$ cat src/rtl/trt_pkg.sv
`default_nettype none
// ----------------------------------------------------------------------------
// trt_pkg: shared types and constants of the timestamp lru record table
// Word formats, status codes, register indexes and table sizing.
// ----------------------------------------------------------------------------
package trt_pkg;

  localparam int TABLE_ENTRIES = 64;
  localparam int IDX_W         = (TABLE_ENTRIES > 1) ? $clog2(TABLE_ENTRIES) : 1;
  localparam int SLOT_W        = 6;
  localparam int STATUS_W      = 3;

  localparam logic [31:0] STAMP_LIMIT = 32'h7fff_ffff;

  // opcodes
  localparam logic OP_RECORD = 1'b0;
  localparam logic OP_DELETE = 1'b1;

  // register indexes
  localparam logic REG_LOCK    = 1'b0;
  localparam logic REG_INVALID = 1'b1;

  // status codes
  localparam logic [STATUS_W-1:0] ST_REFRESHED = 3'd0;
  localparam logic [STATUS_W-1:0] ST_FILLED    = 3'd1;
  localparam logic [STATUS_W-1:0] ST_REPLACED  = 3'd2;
  localparam logic [STATUS_W-1:0] ST_DROPPED   = 3'd3;
  localparam logic [STATUS_W-1:0] ST_DELETED   = 3'd4;
  localparam logic [STATUS_W-1:0] ST_NOT_FOUND = 3'd5;
  localparam logic [STATUS_W-1:0] ST_IGNORED   = 3'd6;

  typedef struct packed {
    logic        opcode;
    logic [31:0] object_id;
    logic [31:0] frame_count;
  } item_word_t;

  typedef struct packed {
    logic [STATUS_W-1:0] status;
    logic [SLOT_W-1:0]   slot;
    logic [31:0]         evicted_id;
  } result_word_t;

  typedef struct packed {
    logic [31:0] id;
    logic [31:0] stamp;
  } entry_t;

endpackage
`default_nettype wire

$ cat src/rtl/trt_cell.sv
`default_nettype none
// ----------------------------------------------------------------------------
// trt_cell: one table entry of the rotating chain
// Holds an id and a timestamp and takes its neighbour's entry on each shift.
// ----------------------------------------------------------------------------
module trt_cell (
  input  wire             clk,
  input  wire             rst,
  input  wire             shift_en,
  input  trt_pkg::entry_t entry_in,
  output trt_pkg::entry_t entry_out
);
  import trt_pkg::*;

  entry_t entry;

  // a zero stamp marks the entry empty, so reset clears the table
  always_ff @(posedge clk) begin
    if (rst) begin
      entry <= '0;
    end else if (shift_en) begin
      entry <= entry_in;
    end
  end

  assign entry_out = entry;

endmodule
`default_nettype wire

$ cat config.mk
export PLATFORM = sky130hd
export DESIGN_NAME = trt_cell
export DESIGN_NICKNAME = d
export VERILOG_FILES = /design/src/rtl/trt_pkg.sv /design/src/rtl/trt_cell.sv
export SDC_FILE = /design/constraint.sdc
export NUM_CORES = 1
export LEC_CHECK = 0
export BUFFER_PORTS_ARGS = -buffer_cell sky130_fd_sc_hd__buf_4
export CAP_MARGIN = 20
export CORE_MARGIN = 1
export CORE_UTILIZATION = 40
export DETAILED_ROUTE_END_ITERATION = 16
export HOLD_SLACK_MARGIN = 0.02
export PLACE_DENSITY = 0.74
export SLEW_MARGIN = 20
export SYNTH_ARGS = -nofsm -noshare
export SYNTH_HDL_FRONTEND = slang
export SYNTH_SLANG_ARGS = --single-unit
$ cat constraint.sdc
create_clock -name clk -period 1.6 [get_ports clk]
set_input_delay 0.08 -clock clk [delete_from_list [all_inputs] [get_ports clk]]
set_output_delay 0.08 -clock clk [all_outputs]
set_load 0.02 [all_outputs]
======== Yosys cells after proc, flatten, opt, wreduce, memory -nomap -nowiden ========
Index checks and enable logic that the tools add are counted.
word-level totals
  bits of input ports ..................... 67
  output and inout bits ................... 64
  flip-flop bits (word level) ............. 64
  logic and storage cells ................. 2

======== Depth between registers and ports, before layout ========
Gate-level depths: netlist of the first run.
  depth after elaboration ................. 0
  mapped depth ............................ 4
  gate-level depth less buffers ........... 2

======== Worst setup path before layout of the first run ========
OpenSTA, ideal clock, no wires.
  kind .................................... input to register
  from .................................... in shift_en
  to ...................................... reg entry, in the netlist entry_out[10]
  setup time .............................. 0.128 ns
  data arrival time ....................... 0.606 ns
  buffers on the path ..................... 2
  stages .................................. 4
  setup slack ............................. 0.866 ns
  path through ............................ buf_6 -> buf_8 -> mux2i_1 -> nor2_1
RTL lines
  element               RTL line        source
  start, declared       trt_cell.sv:9   input wire shift_en,
  end signal, assigned  trt_cell.sv:22  entry <= entry_in;
  end, declared         trt_cell.sv:15  entry_t entry;

======== Worst setup path after layout of the first run ========
  from .................................... reg entry, in the netlist entry_out[9]
  to ...................................... out entry_out[9] in the netlist's numbering
RTL lines
  element        RTL line        source
  end, declared  trt_cell.sv:11  output trt_pkg::entry_t entry_out
No word-level cell between the ends.

==> results of run 1 <==
[path summary, 6_finish.rpt]
path | start | to | cells after the start | slack [ps]
worst min register to register | entry_out[43]$_SDFFE_PP0P_ | entry_out[43]$_SDFFE_PP0P_ | 2 | 490
worst max register to register | entry_out[36]$_SDFFE_PP0P_ | entry_out[36]$_SDFFE_PP0P_ | 2 | 920
worst max-delay path | entry_out[9]$_SDFFE_PP0P_ | entry_out[9] | 1 | 700
worst min-delay path | entry_in[20] | entry_out[20]$_SDFFE_PP0P_ | 3 | 40
[power breakdown]
part | leakage [nW] | total, W | switching (W) | internal [W]
logic | 1.42 | 0.000738 | 0.000326 | 0.000412
clock network | 0.0794 | 0.00112 | 0.000534 | 0.000587
registers | 0.529 | 0.00174 | 0.0000513 | 0.00169
[layout make-up]
| type | count | area, um^2 | share of cell area (%) |
|---|---|---|---|
| Clock buffer | 13 | 148.9 | 3.692 |
| Clock inverter | 1 | 5.005 | 0.1241 |
| Multi-Input combinational cell | 128 | 880.8 | 21.84 |
| Sequential cell | 64 | 1281 | 31.77 |
| Tap cell | 72 | 90.09 | 2.234 |
| Timing Repair Buffer | 194 | 1627 | 40.34 |
[worst reg2reg max path: stages, from the launching register on]
cell	delay, ps
dfxtp_1	320
mux2i_1	180
nor2_1	50
[timing repair]
action,4_1_cts,5_1_grt
hold buffers,63,0
endpoints found under the hold margin,63,0
buffers inserted,0,0
gates resized for setup,0,0
[routing by layer]
layer	global-route usage (%)	part of all wire (%)	up-vias
met1	23.61	41	965
met4	12.26	2.4	0
li1	-	-	1056
met5	0	0	-
met3	4.588	5.2	12
met2	38.94	52	77
[cell usage in the layout (no fill, tap or decap)]
cell type,Yosys,routed
dlygate4sd3_1,0,63
dfxtp_1,64,64
nor2_1,64,64
clkinv_2,0,1
buf_4,0,130
clkbuf_8,0,10
clkbuf_1,0,3
buf_12,0,1
mux2i_1,64,64
[cell families (layout without fill, tap and decap cells)]
| logic type | Yosys count | after routing | share of synthesized area [%] |
|---|---|---|---|
| flops | 64 | 64 | 55.93 |
| simple gates | 64 | 64 | 10.49 |
| buf+inv | 14 | 208 | 5.625 |
| mux | 64 | 64 | 27.96 |
[through the flow]
step	setup WS, ps	hold WS (ps)	cells	instance area (um^2)	power, W
2_1_floorplan	865.9	227.2	206	2291	0.002097
3_3_place_gp	602.4	311.1	395	3248	0.002370
3_5_place_dp	571.8	322.2	395	3248	0.002381
4_1_cts	682.2	25.75	472	4033	0.003633
5_1_grt	627.8	28.15	472	4033	0.003771
6_report	698.0	36.01	472	4033	0.003600
==> results.cfg, run 1 <==
[sta]
finalSetupTns_ps = 0
finalSetupViolCount = 0
rsz0062_at_grt = false
drv_slew = 0
finalCritPeriodShare_pct = 56.37
tightest_slew_ps = 633.1
fmax_mhz = 1109
relSlewSlack_pct = 57.79
finalCriticalPeriod_ps = 902.0
finalHoldViolations = 0
clock-skew-final_ps = 0

[global_routing]
grt_usage_pct = 21.73
grt_pass1_vias = 2206
globalRouteOverflowTotal = 0
antenna_found_initial = 0
grt_pass1_wl_mm = 10.06
grt_max_degree = 65

[place]
io_buffers = 130
dp_hpwl_mm = 3.611
gp_congestion = 0.7033

[logic_synthesis]
ys_types = 7
async_flop_share_pct = 0
synthFlopType = dfxtp_1
synthesis.nets = 273
ys_seq_area_share_pct = 55.93
synth_seq_cells = 64
synth_area_um2 = 2291
synth_edf_count = 0
synth.top_cells.by_count = 64 x dfxtp_1, 64 x mux2i_1, 64 x nor2_1, 6 x buf_1, 6 x buf_8
syn_area_per_cell_um2 = 11.12
yosys_warnings = 0
synth_top_area_cell = dfxtp_1
syn_inst = 206
synthTopCellsByArea = dfxtp_1 56%, mux2i_1 28%, nor2_1 10%, buf_8 3.9%, buf_1 0.98%
synth_top_area_share_pct = 55.93

[die]
initial_core_util_pct = 41.60
core_area_um2 = 5507
ios = 131
die_w_um = 77.68
dieArea_um2 = 6034
die_h_um = 77.68
num_rows = 27

[power_and_ir_drop]
p_per_area_nw_per_um2 = 892.8
p_leak_nw = 2.027
irDropWorstVdd_mv = 0.6237

[route]
drt-total-wl_mm = 6.268
detail-route-antenna-nets = 0
vias = 2110
wl_per_cell_um = 13.28
via_per_inst = 4.470
drtPass1Iterations = 4
drcViolationCount = 0
drt_iter0_markers = 73

[worst_setup_path]
cp-start-kind = register
cp_max_fo = 2
critPathTopFamily = flip-flops
critPathMaxStageDelay_ps = 350
cp.required_ps = 1520
arrival_ps = 820
crit_slowest_cell = dfxtp_1
endpoint_kind = output port
crit_path_cell_trace = buf_4
setup.worst_path.class = register to output port
critPathBufInv = 1

[final_layout]
area.growth.synth_to_final_pct = 76.02
num_antenna_cells = 0
post-route-util_pct = 73.23
drive_gt1_share_pct = 35.50
fin_nets = 464
largest_register_ffs = 64
fillers = 428

[clock_tree]
clock_sinks = 64
clockBufferDepth = 2
numCtsBuffers = 9
worstSkewPairLatency_ps = 320
cts.clk_slew.worst_paths_ps = 60
cts_tree = done
cts-root-buf = clkbuf_8
htreeDepth = 3

[status]
outcome = finished clean

[job]
maxCapViolCount = 0

[hold_path]
worstHoldPathType = input port to register
Note: power is estimated with default switching activity, not from simulation.
==> run 2, diff against run 1 <==
--- a/config.mk
+++ b/config.mk
@@ -8,10 +8,10 @@
 export BUFFER_PORTS_ARGS = -buffer_cell sky130_fd_sc_hd__buf_4
 export CAP_MARGIN = 20
 export CORE_MARGIN = 1
-export CORE_UTILIZATION = 40
+export CORE_UTILIZATION = 39
 export DETAILED_ROUTE_END_ITERATION = 16
 export HOLD_SLACK_MARGIN = 0.02
-export PLACE_DENSITY = 0.74
+export PLACE_DENSITY = 0.75
 export SLEW_MARGIN = 20
 export SYNTH_ARGS = -nofsm -noshare
 export SYNTH_HDL_FRONTEND = slang
==> constraint.sdc (replaced) <==
create_clock -name clk -period 0.8 [get_ports clk]
set_input_delay 0.04 -clock clk [delete_from_list [all_inputs] [get_ports clk]]
set_output_delay 0.04 -clock clk [all_outputs]
set_load 0.02 [all_outputs]
==> run 2 against run 1 <==
The flow now finishes with violations (negative setup slack). Sequential power is 100% higher. Via count is 5.0% higher. Setup slack worse by 730 ps. Clock skew stayed put. Register-to-register slack worse by 900 ps. Combinational power is 130% higher. Global-route usage is 1.3 points higher. Final area is 12% higher. Largest cell class unchanged.
==> results.cfg, run 2 (synthesized netlist as in run 1, its figures left out) <==
[status]
outcome = finished with violations
violations = negative setup slack

[hold_path]
worstHoldPathType = input port to register
hold_path_end = entry_out[56]$_SDFFE_PP0P_
min_from = rst
hold_path_depth = 2

[final_layout]
post-route-util_pct = 81.01
instances_no_fill = 485
layout.cells.most_common = buf_4
multi_input_area_um2 = 884.6
final_area_um2 = 4516
fin_nets = 475
area.growth.synth_to_final_pct = 97.11
most-common-layout-cells = 71 x buf_4, 64 x nor2_1, 64 x dfxtp_2, 64 x dlygate4sd3_1, 64 x buf_6
drive_gt1_share_pct = 53.27
largest_register_ffs = 64
layout.area.seq_um2 = 1361
num_antenna_cells = 0
fillers = 318

[route]
drtPass1Iterations = 3
drt_iter0_markers = 50
wl_per_cell_um = 14.39
drt-total-wl_mm = 6.980
drcViolationCount = 0
via_per_inst = 4.569
vias = 2216
detail-route-antenna-nets = 0

[sta]
fmax_mhz = 1209
finalSetupViolCount = 62
drv_slew = 0
fin_ws_ps = -27.38
finalHoldViolations = 0
clock-skew-final_ps = 0
finalCritPeriodShare_pct = 103.4
finalCriticalPeriod_ps = 827.4
relSlewSlack_pct = 84.31
rsz0062_at_grt = true
tightest_slew_ps = 235.4

[die]
die_w_um = 78.65
core_area_um2 = 5574
dieArea_um2 = 6185
num_rows = 27
initial_core_util_pct = 41.10
ios = 131
die_h_um = 78.65

[clock_tree]
cts-root-buf = clkbuf_8
clockBufferDepth = 2
numCtsBuffers = 9
cts.clk_slew.worst_paths_ps = 70
clock_sinks = 64
cts_tree = done
worstSkewPairLatency_ps = 320
htreeDepth = 3

[global_routing]
globalRouteOverflowTotal = 0
grt_usage_pct = 23.00
grt_pass1_wl_mm = 10.75
grt_pass1_vias = 2360
grt_max_degree = 26
antenna_found_initial = 0

[place]
dp_hpwl_mm = 3.904
post-place-cells = 400
gp_congestion = 0.6988
dpl_cell_area_um2 = 3348
io_buffers = 130

[power_and_ir_drop]
seqPwrFrac_pct = 47.0
irDropWorstVdd_mv = 1.227
clock_power_share_pct = 30.5
swShare_pct = 25.83
combPwrFrac_pct = 22.4
finalPower_w = 0.007573
p_int_w = 0.005617
p_per_area_nw_per_um2 = 1677
p_leak_nw = 2.192
switchingPower_w = 0.001956

[worst_setup_path]
cp_max_fo = 2
critPathBufInv = 1
arrival_ps = 790
r2r-start = entry_out[4]$_SDFFE_PP0P_
critPathMaxStageDelay_ps = 340
crit_slowest_cell = dfxtp_2
critPathTopFamily = flip-flops
cp.depth = 1
cp.required_ps = 760
crit_path_cell_trace = buf_6
cp-start-kind = register
ff2ff_setup_slack_ps = 20
r2r-end = entry_out[4]$_SDFFE_PP0P_
ff2ff_path_depth = 3
endpoint_kind = output port
setup.worst_path.class = register to output port

[job]
maxCapViolCount = 0
[run 2: worst reg2reg max path: cells and delay by family (launching register included)]
kind / cells / cell delay [ps]
buffers and inverters: 1 / 130
DFF: 1 / 330
muxes: 1 / 150
and+or+nand+nor: 1 / 60
[run 2: power groups by stage]
| stage | Clock (W) | Sequential [W] | Combinational [W] |
|---|---|---|---|
| floorplan | 0 | 0.00377 | 0.000421 |
| finish | 0.00231 | 0.00356 | 0.00170 |
| detailed placement | 0 | 0.00355 | 0.00128 |
| global route | 0.00254 | 0.00358 | 0.00180 |
| CTS | 0.00237 | 0.00355 | 0.00165 |
| global placement | 0 | 0.00354 | 0.00125 |
[run 2: per-stage QoR]
stage / hold slack, ps / TNS (ps) / setup slack [ps]
floorplan: 187.2 / 0 / 105.9
global placement: 271.9 / 0 / 26.36
detailed placement: 283.8 / -30.10 / -17.45
CTS: 47.65 / -1346 / -30.93
global route: 53.53 / -2734 / -61.79
finish: 60.27 / -736.6 / -27.38
[run 2: metal layers]
layer / part of all wire (%) / routed length [um] / vias up / GRT usage, %
li1: - / - / 1082 / -
met1: 36 / 2539 / 1048 / 22.48
met2: 57 / 3972 / 74 / 46.00
met3: 4.7 / 331 / 12 / 4.651
met4: 1.9 / 136 / 0 / 9.259
met5: 0 / 0 / - / 0
[run 2: worst max path at each step]
| stage | startpoint | to | slack (ps) |
|---|---|---|---|
| global route | entry_out[52]$_SDFFE_PP0P_ | entry_out[52] | -60 |
| detailed placement | shift_en | entry_out[41]$_SDFFE_PP0P_ | -20 |
| finish | entry_out[16]$_SDFFE_PP0P_ | entry_out[16] | -30 |
| CTS | entry_out[56]$_SDFFE_PP0P_ | entry_out[56] | -30 |
| floorplan | shift_en | entry_out[10]$_SDFFE_PP0P_ | 110 |
| global placement | shift_en | entry_out[40]$_SDFFE_PP0P_ | 30 |
[run 2: area by class of cell]
| class | instances | share of cell area (%) |
|---|---|---|
| timing repair buffer | 205 | 44.61 |
| multi-input combinational | 128 | 19.59 |
| sequential | 64 | 30.15 |
| clock buffer | 12 | 3.214 |
| clock inverter | 4 | 0.4433 |
| tap | 72 | 1.995 |
[run 2: what timing repair did]
| action | 4_1_cts | 5_1_grt |
|---|---|---|
| hold buffers | 64 | 0 |
| setup endpoints to repair | 64 | 65 |
| endpoints found under the hold margin | 64 | 0 |
| gates resized for setup | 128 | 1 |
| gates cloned | 0 | 0 |
| buffers inserted | 1 | 4 |
