===== config.mk =====
export PLATFORM = sky130hd
export DESIGN_NAME = trt_ctrl
export DESIGN_NICKNAME = d
export VERILOG_FILES = /design/src/rtl/trt_pkg.sv /design/src/rtl/trt_ctrl.sv
export SDC_FILE = /design/constraint.sdc
export NUM_CORES = 1
export LEC_CHECK = 0
export BUFFER_PORTS_ARGS = -buffer_cell sky130_fd_sc_hd__buf_4
export CORE_MARGIN = 3
export CORE_UTILIZATION = 45
export DETAILED_ROUTE_END_ITERATION = 10
export GPL_TIMING_DRIVEN = 0
export PLACE_DENSITY_LB_ADDON = 0.12
export SKIP_LAST_GASP = 1
export SYNTH_ARGS = -nofsm -noshare
export SYNTH_HDL_FRONTEND = slang
export SYNTH_SLANG_ARGS = --single-unit

===== constraint.sdc =====
create_clock -name clk -period 11.95 [get_ports clk]
set_clock_uncertainty 0.2 [all_clocks]
set_input_delay 1.7925 -clock clk [delete_from_list [all_inputs] [get_ports clk]]
set_output_delay 1.7925 -clock clk [all_outputs]
set_load 0.02 [all_outputs]

===== src/rtl/trt_pkg.sv =====
`default_nettype none
// ----------------------------------------------------------------------------
// trt_pkg: shared types and constants of the timestamp lru record table
// Word formats, status codes, register indexes and table sizing.
// ----------------------------------------------------------------------------
package trt_pkg;

  localparam int TABLE_ENTRIES = 64;
  localparam int IDX_W         = (TABLE_ENTRIES > 1) ? $clog2(TABLE_ENTRIES) : 1;
  localparam int SLOT_W        = 6;
  localparam int STATUS_W      = 3;

  localparam logic [31:0] STAMP_LIMIT = 32'h7fff_ffff;

  // opcodes
  localparam logic OP_RECORD = 1'b0;
  localparam logic OP_DELETE = 1'b1;

  // register indexes
  localparam logic REG_LOCK    = 1'b0;
  localparam logic REG_INVALID = 1'b1;

  // status codes
  localparam logic [STATUS_W-1:0] ST_REFRESHED = 3'd0;
  localparam logic [STATUS_W-1:0] ST_FILLED    = 3'd1;
  localparam logic [STATUS_W-1:0] ST_REPLACED  = 3'd2;
  localparam logic [STATUS_W-1:0] ST_DROPPED   = 3'd3;
  localparam logic [STATUS_W-1:0] ST_DELETED   = 3'd4;
  localparam logic [STATUS_W-1:0] ST_NOT_FOUND = 3'd5;
  localparam logic [STATUS_W-1:0] ST_IGNORED   = 3'd6;

  typedef struct packed {
    logic        opcode;
    logic [31:0] object_id;
    logic [31:0] frame_count;
  } item_word_t;

  typedef struct packed {
    logic [STATUS_W-1:0] status;
    logic [SLOT_W-1:0]   slot;
    logic [31:0]         evicted_id;
  } result_word_t;

  typedef struct packed {
    logic [31:0] id;
    logic [31:0] stamp;
  } entry_t;

endpackage
`default_nettype wire


===== src/rtl/trt_ctrl.sv =====
`default_nettype none
// ----------------------------------------------------------------------------
// trt_ctrl: sequencer of the record table
// Rotates the table past the head cell, matches, picks the oldest entry,
// writes on the wrap path and registers the result word.
// ----------------------------------------------------------------------------
module trt_ctrl (
  input  wire                   clk,
  input  wire                   rst,
  input  wire                   item_valid,
  output logic                  item_stall,
  input  trt_pkg::item_word_t   item,
  output logic                  result_valid,
  input  wire                   result_stall,
  output trt_pkg::result_word_t result,
  input  wire                   cfg_valid,
  output logic                  cfg_ready,
  input  wire                   cfg_index,
  input  wire  [31:0]           cfg_data,
  output logic                  shift_en,
  input  trt_pkg::entry_t       head,
  output trt_pkg::entry_t       tail
);
  import trt_pkg::*;

  localparam logic [2:0] S_IDLE   = 3'd0;
  localparam logic [2:0] S_SCAN   = 3'd1;
  localparam logic [2:0] S_DECIDE = 3'd2;
  localparam logic [2:0] S_FILL   = 3'd3;
  localparam logic [2:0] S_DONE   = 3'd4;

  logic [2:0]       state;
  logic [IDX_W-1:0] pos;
  logic             op;
  logic [31:0]      key;
  logic [31:0]      frame;
  logic             matched;
  logic [31:0]      lowest;
  logic [IDX_W-1:0] best;
  logic [31:0]      evict;
  result_word_t     res;
  logic             playback_lock;
  logic [31:0]      invalid_id;

  logic             last;
  logic             hit;
  logic             res_load;

  assign last       = (pos == IDX_W'(TABLE_ENTRIES - 1));
  assign item_stall = (state != S_IDLE);
  assign cfg_ready  = 1'b1;
  assign shift_en   = (state == S_SCAN) || (state == S_FILL);
  assign res_load   = (state == S_DONE) && (!result_valid || !result_stall);

  // a record matches live entries only, a delete matches any entry
  assign hit = (state == S_SCAN) && !matched && (head.id == key) &&
               ((op == OP_DELETE) || (head.stamp != 32'd0));

  always_comb begin
    tail = head;
    if (hit) begin
      tail.stamp = (op == OP_DELETE) ? 32'd0 : frame;
    end else if ((state == S_FILL) && (pos == best)) begin
      tail.id    = key;
      tail.stamp = frame;
    end
  end

  always_ff @(posedge clk) begin
    if (rst) begin
      playback_lock <= 1'b0;
      invalid_id    <= '0;
    end else if (cfg_valid) begin
      unique case (cfg_index)
        REG_LOCK:    playback_lock <= cfg_data[0];
        REG_INVALID: invalid_id    <= cfg_data;
        default:     ;
      endcase
    end
  end

  always_ff @(posedge clk) begin
    if (rst) begin
      state <= S_IDLE;
    end else begin
      unique case (state)
        S_IDLE: begin
          if (item_valid) begin
            op      <= item.opcode;
            key     <= item.object_id;
            frame   <= item.frame_count;
            pos     <= '0;
            matched <= 1'b0;
            lowest  <= STAMP_LIMIT;
            best    <= '0;
            evict   <= '0;
            if (playback_lock || (item.object_id == invalid_id)) begin
              res   <= '{status: ST_IGNORED, slot: '0, evicted_id: '0};
              state <= S_DONE;
            end else begin
              state <= S_SCAN;
            end
          end
        end
        S_SCAN: begin
          pos <= last ? '0 : pos + 1'b1;
          if (hit) begin
            matched <= 1'b1;
            res     <= '{status: (op == OP_DELETE) ? ST_DELETED : ST_REFRESHED,
                         slot: SLOT_W'(pos), evicted_id: '0};
          end else if (!matched && (head.stamp < lowest)) begin
            // once an empty entry is seen nothing can be lower
            lowest <= head.stamp;
            best   <= pos;
            evict  <= head.id;
          end
          if (last) begin
            state <= S_DECIDE;
          end
        end
        S_DECIDE: begin
          if (matched) begin
            state <= S_DONE;
          end else if (op == OP_DELETE) begin
            res   <= '{status: ST_NOT_FOUND, slot: '0, evicted_id: '0};
            state <= S_DONE;
          end else if (lowest == STAMP_LIMIT) begin
            res   <= '{status: ST_DROPPED, slot: '0, evicted_id: '0};
            state <= S_DONE;
          end else begin
            if (lowest == 32'd0) begin
              res <= '{status: ST_FILLED, slot: SLOT_W'(best), evicted_id: '0};
            end else begin
              res <= '{status: ST_REPLACED, slot: SLOT_W'(best), evicted_id: evict};
            end
            state <= S_FILL;
          end
        end
        S_FILL: begin
          pos <= last ? '0 : pos + 1'b1;
          if (last) begin
            state <= S_DONE;
          end
        end
        S_DONE: begin
          if (res_load) begin
            state <= S_IDLE;
          end
        end
        default: state <= S_IDLE;
      endcase
    end
  end

  // output register lets a new item start while the last word waits
  always_ff @(posedge clk) begin
    if (rst) begin
      result_valid <= 1'b0;
    end else if (res_load) begin
      result_valid <= 1'b1;
    end else if (!result_stall) begin
      result_valid <= 1'b0;
    end
  end

  always_ff @(posedge clk) begin
    if (res_load) begin
      result <= res;
    end
  end

endmodule
`default_nettype wire


## Yosys cells after proc, flatten, opt, wreduce, memory -nomap -nowiden

Cells that the tools add are included.

- Flip-flop bits (word level): 261
- Input port bits: 167
- Output and inout port bits: 109
- Word-level logic and storage cells: 111

- Add/subtract/negate cells: 1
- Order comparisons: 1
- Equality and inequality tests: 19
- Multiplexer cells: 41
- Bitwise operators: 2
- Reduce and logical (&&, ||, !) cells: 29

Operator list:

| cell | number |
|---|---|
| 2-to-1 mux 32 bit | 9 |
| 2-to-1 mux 41 bit | 5 |
| one-hot mux 32 bit (2 select lines) | 2 |
| one-hot mux 41 bit (3 select lines) | 1 |
| 2-to-1 mux 40 bit | 2 |
| == test 32 bit | 2 |
| 2-to-1 mux 64 bit | 1 |
| == test 32 x 31 -> 1 bit, second input constant | 1 |
| zero test 32 bit | 1 |
| < comparator 32 bit | 1 |
| nonzero test 32 bit | 1 |
| 2-to-1 mux 3 bit | 9 |
| 2-to-1 mux 6 bit | 4 |
| one-hot mux 6 bit (2 select lines) | 2 |
| inequality test 2 bit, second input constant | 8 |
| one-hot mux 3 bit (5 select lines) | 1 |
| AND reduction 4 bit | 2 |
| adder 6 x 1 -> 6 bit, second input constant | 1 |
| == test 3 x 2 -> 1 bit, second input constant | 2 |
| == test 6 bit | 1 |
| == test 6 bit, second input constant | 1 |
| logical AND 1 bit | 6 |
| AND reduction 3 bit | 2 |
| AND reduction 6 bit | 1 |
| other kinds (14) | 27 |

## Logic depth before layout (Yosys ltp)

Gate-level depths: netlist (run 1).

- Depth in word-level cells: 6
- Depth in mapped cells: 9
- Gate-level depth less buffers: 8

## Worst setup path after synthesis (run 1)

No wires, ideal clock.

- Path kind: in2reg
- Start point: input port head[32] (netlist name)
- End point: register res[0] (netlist name), enable pin
- Library setup time: 0.501 ns
- Arrival: 5.938 ns
- Data required time: 11.249 ns
- Slack: 5.311 ns
- Cell stages on the path: 5
- Buffers on the path: 0
- Path through: xor2_1 nor4_1 nand3_1 or4_1 a211oi_1

- Longest elaborated chain between the ends: 5

RTL lines:

| item | line | source |
|---|---|---|
| from (decl) | trt_ctrl.sv:21 | `input trt_pkg::entry_t head,` |
| == test 32 bit | trt_ctrl.sv:56 | `assign hit = (state == S_SCAN) && !matched && (head.id == key) &&` |
| logical AND 1 bit (2 in a row) | trt_ctrl.sv:56 |  |
| inequality test 2 bit (no line) | -- |  |
| AND reduction 6 bit (no line) | -- |  |
| to (signal assigned) | trt_ctrl.sv:98 | `res <= '{status: ST_IGNORED, slot: '0, evicted_id: '0};` |
| to (signal assigned) | trt_ctrl.sv:109 | `res <= '{status: (op == OP_DELETE) ? ST_DELETED : ST_REFRESHED,` |
| to (signal assigned) | trt_ctrl.sv:125 | `res <= '{status: ST_NOT_FOUND, slot: '0, evicted_id: '0};` |
| to (decl) | trt_ctrl.sv:41 | `result_word_t res;` |

No other way between the ends.
A chain may end at the register's enable or synchronous reset.

==> metrics.csv, run 1 <==
metric,value,unit
outcome,finished clean,
first-pass iteration count of the detailed router,5,
PostCTS Resize Cnt,0,
CTS Hold Bufs,0,
Max Fanout on Critical Path,10,
DRT iter0 DRCs,549,
Worst Min Path Start,res[29],
WL/cell,18.9,um
Root Buffer,clkbuf_16,
Setup TNS,0,ns
Hold EP,result[29],
vias in the first global route,8424,
Die Ht,168,um
fraction of layout cells with a size suffix above 1,29.0,%
Post-synth EDFFs,224,
Die Width,168,um
io pins,276,
Worst VDD drop,0.116,mV
Critical Path RT,9.96,ns
global route hottest layer,met2,
share of synthesized registers carrying an async set or reset,0,%
first-pass GRT wire length,47500,um
DRC errors left,0,
"most common cell after layout, fill and taps aside",buf_4,
Post-DRT Antenna Nets,0,
Reg-to-Reg End,evict[15],
total global-route track usage,21.5,%
"commonest non-fill, non-tap cells in the layout","buf_4 (275), edfxtp_1 (224), nand2_1 (181)",
clock transition at the registers of the reported paths,0.06,ns
class of the worst hold path,flop to flop,
startpoint types,primary input,
"Seq/Total Area, Yosys",63.5,%
Critical Path AT,4.26,ns
Main synth FF type,edfxtp_1,
fin crit share,52.3,%
RSZ-0062 raised after global routing,false,
R2R cell count,7,
vias,8363,
number of max-cap violations,0,
CTS tree,built,
slew at the pin closest to its max-slew limit,1.09,ns
Total Routed Length,30900,um
I/O Buffers,273,
Synth Instances,969,
Yosys cell types,51,
pwr/cell area,153,nW/um^2
Crit Path Class,primary input to output port,
H-tree levels,1,
synthesized area per cell,12.1,sq um
Final Slew Violations,0,
initial core utilization,46.3,%
Final Hold Fails,0,
yosys warns,0,
clock sink count,261,
area grow syn2layout,31.4,%
DPL Wire Length,24200,um
Tot Pwr,2360,uW
worst-case hold slack,0.216,ns
total core area,25400,sq um
Max Freq,160,MHz
post-synth net total,1168,
largest net degree at the start of global routing,39,
Crit. End Element,output port,
CTS Buffer Depth,3,
Die ar.,28100,sq um
Skew-Pair Late Insertion Delay,0.54,ns
R2R setup slack,8.36,ns
"Remaining Overflow, GRT",0,
GRT met3 Usage,4.30,%
post-DR vias/cell,5.13,
floorplan row count,58,
initial antenna violation count,3,
final instance area,15500,sq um
Hold Path Stages,0,
Critical R2R Launch,op,
CTS buffer count,28,
M1 GR Usage,29.3,%
final net count,1476,
register bit total from synthesis,261,
placed cell area,14400,sq um
final setup violation count,0,
Max-Slew Margin vs Limit,26.9,%
Global Route met2 Usage,34.6,%
leak pwr,0.00640,uW
GP Congestion,0.933,
post-CTS setup buffers,0,
Mapped Area,11800,sq um
min Tclk post-route,6.25,ns
==> worst max-delay path by stage <==
| stage | from | end | depth (start not counted) |
|---|---|---|---|
| global placement | head[32] | res[25] | 6 |
| global route | head[4] | tail[2] | 9 |
| floorplan | head[32] | res[0] | 5 |
| finish | head[4] | tail[2] | 9 |
| CTS | head[4] | tail[2] | 9 |
| detailed placement | head[4] | tail[2] | 9 |
==> registers in the layout (all words and copies together), names as in the netlist, 6 cells and up <==
name / flops
best: 6
key: 32
invalid_id: 32
result: 41
lowest: 32
evict: 32
pos: 6
frame: 32
res: 41
==> through the flow <==
step,setup slack [ns],cells,util (%)
after detailed placement,5.71,1577,56.5
after global placement,3.67,1572,56.0
after CTS,5.68,1629,60.9
after floorplan,5.31,969,-
after global routing,5.56,1631,60.9
final,5.70,1631,60.9
==> power by group <==
group          switching [uW]  total (uW)  internal [uW]
clock network             354        1000            647
registers                26.2        1080           1060
logic                     159         278            120
==> metal layers <==
layer	vias up	share of wire, %
met5	-	0.042
met4	2	3.4
met1	3913	44
li1	4111	-
met2	276	47
met3	61	6.2
==> cell usage after synthesis (3+ instances only) <==
library cell | instances | area (sq um)
xnor2_1 | 7 | 61.3
nor4_1 | 40 | 250
nor2_1 | 24 | 90.1
nand2_1 | 181 | 679
nor3_1 | 6 | 30.0
nand3_1 | 6 | 30.0
a21o_1 | 8 | 60.1
and2_1 | 34 | 213
nand2b_1 | 3 | 18.8
buf_6 | 8 | 90.1
dfxtp_1 | 37 | 741
clkbuf_1 | 31 | 116
or2_2 | 29 | 181
and3_1 | 40 | 250
a21oi_1 | 50 | 250
a22o_1 | 32 | 280
nand4_1 | 24 | 150
edfxtp_1 | 224 | 6730
o21ai_0 | 5 | 25.0
ha_1 | 32 | 400
or2_1 | 3 | 18.8
a211oi_1 | 7 | 52.6
nor2b_1 | 4 | 25.0
inv_1 | 35 | 131
xor2_1 | 66 | 578
==> layout make-up <==
class | count | area (sq um)
Timing Repair Buffer | 278 | 2150
Antenna cell | 2 | 5.00
Multi-Input combinational cell | 627 | 3960
Tap cell | 330 | 413
Clock buffer | 29 | 704
Buffer | 44 | 234
Inverter | 37 | 139
Clock inverter | 23 | 392
Sequential cell | 261 | 7470
Fill cell | 2094 | 9940
==> worst max-delay path, stage by stage <==
cell and delay, ns:
buf_4 0.13, nor4_1 0.50, nand4_1 0.15, nor3_1 0.58, nor4_4 0.15, nor2_2 0.40, buf_6 0.22, a22o_1 0.18
buf_4 0.15
==> kinds of logic after synthesis <==
logic type / Yosys count / share of synthesized area, %
and+or+nand+nor: 408 / 17.8
DFF: 261 / 63.5
AOI/OAI and AO/OA: 111 / 6.37
buffers and inverters: 81 / 3.17
xor gates and xnor gates: 74 / 5.67
adders and majority gates: 32 / 3.40
other: 1 / 0.0319
muxes: 1 / 0.0851
No activity file was read; power rests on OpenSTA's default activity.
==> inputs of run 2 (changes only) <==
--- a/config.mk
+++ b/config.mk
@@ -5,6 +5,7 @@
 export SDC_FILE = /design/constraint.sdc
 export NUM_CORES = 1
 export LEC_CHECK = 0
+export ABC_AREA = 1
 export BUFFER_PORTS_ARGS = -buffer_cell sky130_fd_sc_hd__buf_4
 export CORE_MARGIN = 3
 export CORE_UTILIZATION = 45
==> constraint.sdc (replaced) <==
create_clock -name clk -period 5.3 [get_ports clk]
set_clock_uncertainty 0.2 [all_clocks]
set_input_delay 0.795 -clock clk [delete_from_list [all_inputs] [get_ports clk]]
set_output_delay 0.795 -clock clk [all_outputs]
set_load 0.02 [all_outputs]
==> metrics.csv, run 2 <==
metric,value,unit,change
total global-route track usage,21.9,%,+0.47 points
pwr/cell area,393,nW/um^2,+160%
"count leader, synth",nand2_1,,
Max Fanout on Critical Path,10,,unchanged
post-synthesis simple-gate area fraction,19.8,%,+2.0 points
fin crit share,70.2,%,
Critical Path AT,2.73,ns,-1.53 ns
Yosys cell types,40,,-22%
"most common cell after layout, fill and taps aside",nand2_1,,
pre-CTS setup slack,1.62,ns,-4.08 ns
DRC errors left,0,,unchanged
Critical Path RT,4.30,ns,-5.66 ns
cells along the critical path,xnor2_1 -> nand3_1 -> nor3_1 -> nand3_1 -> nor2_1 -> nand2_1 -> buf_6 -> buf_6 -> o21ai_1 -> buf_4,,
slowest CP cell,edfxtp_1,,
Die ar.,31100,sq um,+11%
leak pwr,0.00766,uW,+20%
Final Hold Fails,0,,unchanged
"Buf+Inv Stages, Crit Path",3,,unchanged
Root Buffer,clkbuf_16,,
DRT iter0 DRCs,700,,+28%
share of Yosys cell area claimed by the top area cell type,51.5,%,-5.6 points
clock sink count,261,,unchanged
register bit total from synthesis,261,,unchanged
startpoint types,flop,,
Mapped Area,13100,sq um,+11%
Setup TNS,0,ns,unchanged
mux contribution to synthesized area,0,%,-0.085 points
DPL Wire Length,27800,um,+15%
Die Ht,176,um,+5.1%
Worst VDD drop,0.249,mV,+120%
# diodes,0,,-2
yosys warns,0,,unchanged
share of synthesized registers carrying an async set or reset,0,%,unchanged
Setup WS post-layout,1.58,ns,-4.12 ns
"Seq/Total Area, Yosys",57.2,%,-6.3 points
CP peak stage delay,0.40,ns,-0.18 ns
first-pass GRT wire length,53300,um,+12%
WL/cell,16.2,um,-14%
area grow syn2layout,29.4,%,
CTS buffer count,29,,+3.6%
final net count,1934,,+31%
outcome,finished clean,,
"Largest delay share family, worst path",simple AND/OR/NAND/NOR gates,,
H-tree levels,1,,unchanged
worst-case hold slack,0.217,ns,+0.00154 ns
Post-Synth XOR/XNOR Area,2.28,%,-3.4 points
final design utilization,60.0,%,-0.91 points
Post-Synth Adder-Cell Area,3.07,%,-0.34 points
CTS tree,built,,
I/O Buffers,274,,+0.37%
Post-DRT Antenna Nets,0,,unchanged
RSZ-0062 raised after global routing,false,,
total core area,28200,sq um,+11%
Crit. End Element,output port,,
PostCTS Resize Cnt,0,,unchanged
fraction of layout cells with a size suffix above 1,23.8,%,-5.2 points
post-CTS setup buffers,0,,unchanged
initial antenna violation count,0,,-3
top flop regs,"res: 41 flops, result: 41 flops",,
post-synthesis compound-gate area fraction,9.17,%,+2.8 points
first-pass iteration count of the detailed router,5,,unchanged
Total Routed Length,34600,um,+12%
clock transition at the registers of the reported paths,0.06,ns,about the same
vias in the first global route,9943,,+18%
final setup violation count,0,,unchanged
Crit Path Class,flop to output port,,
GP Congestion,0.901,,-3.4%
Max Freq,269,MHz,
Max-Slew Margin vs Limit,52.9,%,+26 points
class of the worst hold path,flop to flop,,
final instance area,16900,sq um,+9.2%
Final Slew Violations,0,,unchanged
Synth area leaders,"edfxtp_1 (52%), nand2_1 (11%), inv_1 (6.3%)",,
Skew-Pair Late Insertion Delay,0.55,ns,about the same
Synth Instances,1422,,+47%
Synth area leader,edfxtp_1,,
"Remaining Overflow, GRT",0,,unchanged
floorplan row count,61,,+5.2%
post-synth net total,1621,,+39%
slew at the pin closest to its max-slew limit,0.707,ns,-0.383 ns
most frequent cells after synthesis,"nand2_1 (371), edfxtp_1 (224), inv_1 (218)",,
Die Width,176,um,+5.1%
CTS Buffer Depth,3,,unchanged
initial core utilization,46.3,%,about the same
placed cell area,15800,sq um,+10%
vias,10346,,+24%
largest net degree at the start of global routing,33,,-15%
Post-synth EDFFs,224,,unchanged
CTS Hold Bufs,0,,unchanged
synthesized area per cell,9.18,sq um,-24%
number of max-cap violations,0,,unchanged
io pins,276,,unchanged
largest family of logic cells by synthesized area,simple AND/OR/NAND/NOR gates,,
post-DR vias/cell,4.84,,-5.5%
min Tclk post-route,3.72,ns,
Main synth FF type,edfxtp_1,,
"commonest non-fill, non-tap cells in the layout","nand2_1 (371), buf_4 (275), edfxtp_1 (224)",,
-- run 2: cell types whose count changed after synthesis, sizes merged, moves of 32 or more --
cell / change
a22o: -32
nor4: -35
inv: +185
o21ai: +135
and2: -34
xor2: -57
and3: -40
nand2: +192
nor2: +127
-- run 2: through the flow --
stage / instances / power, uW
after global placement: 2074 / 4400
after global routing: 2136 / 7000
after CTS: 2136 / 6680
final: 2136 / 6640
after detailed placement: 2082 / 4490
after floorplan: 1422 / 3870
-- run 2: routing by layer --
metal	vias to the layer above	GRT usage, %	routed length (um)
met4	0	6.73	961
met1	4691	31.6	16000
met3	54	3.25	2050
met5	-	0	0
met2	320	34.5	15600
li1	5281	-	-
-- run 2: layout make-up --
type,instances,area (sq um)
Buffer,46,273
Clock inverter,21,292
Fill cell,2471,11300
Clock buffer,33,783
Tap cell,378,473
Inverter,222,833
Timing Repair Buffer,282,2250
Sequential cell,261,7470
Multi-Input combinational cell,893,4520
-- run 2: power breakdown --
part	switching, uW	leakage (uW)	internal (uW)
logic	972	0.00481	546
clock network	828	0.000509	1360
registers	167	0.00235	2760
total	1970	0.00766	4670
-- run 2: worst paths after layout --
path | from | end | slack [ns] | cells past startpoint
hold reg to reg | res[22] | result[22] | 0.22 | 0
hold / removal | res[22] | result[22] | 0.22 | 0
setup reg to reg | lowest[27] | evict[14] | 2.17 | 12
setup / recovery | key[6] | tail[13] | 1.58 | 10
-- run 2: cell families (layout without fill, tap and decap cells) --
kind of cell             Yosys count  count (layout)
buffers and inverters            268             604
XOR/XNOR                          34              34
AND/OR/NAND/NOR                  620             620
other                              1               1
adder cells (fa/ha/maj)           32              32
AO/OA/AOI/OAI                    206             206
flip-flops                       261             261
-- run 2: worst register-to-register path, stage by stage, from the launching register on --
cell,delay (ns)
edfxtp_1,0.40
inv_1,0.14
ha_1,0.26
nand2_1,0.07
inv_1,0.04
o21ai_0,0.07
a21oi_1,0.08
or2_2,0.27
a21oi_1,0.18
nand3_1,0.15
a21oi_4,0.46
buf_12,0.26
buf_12,0.23
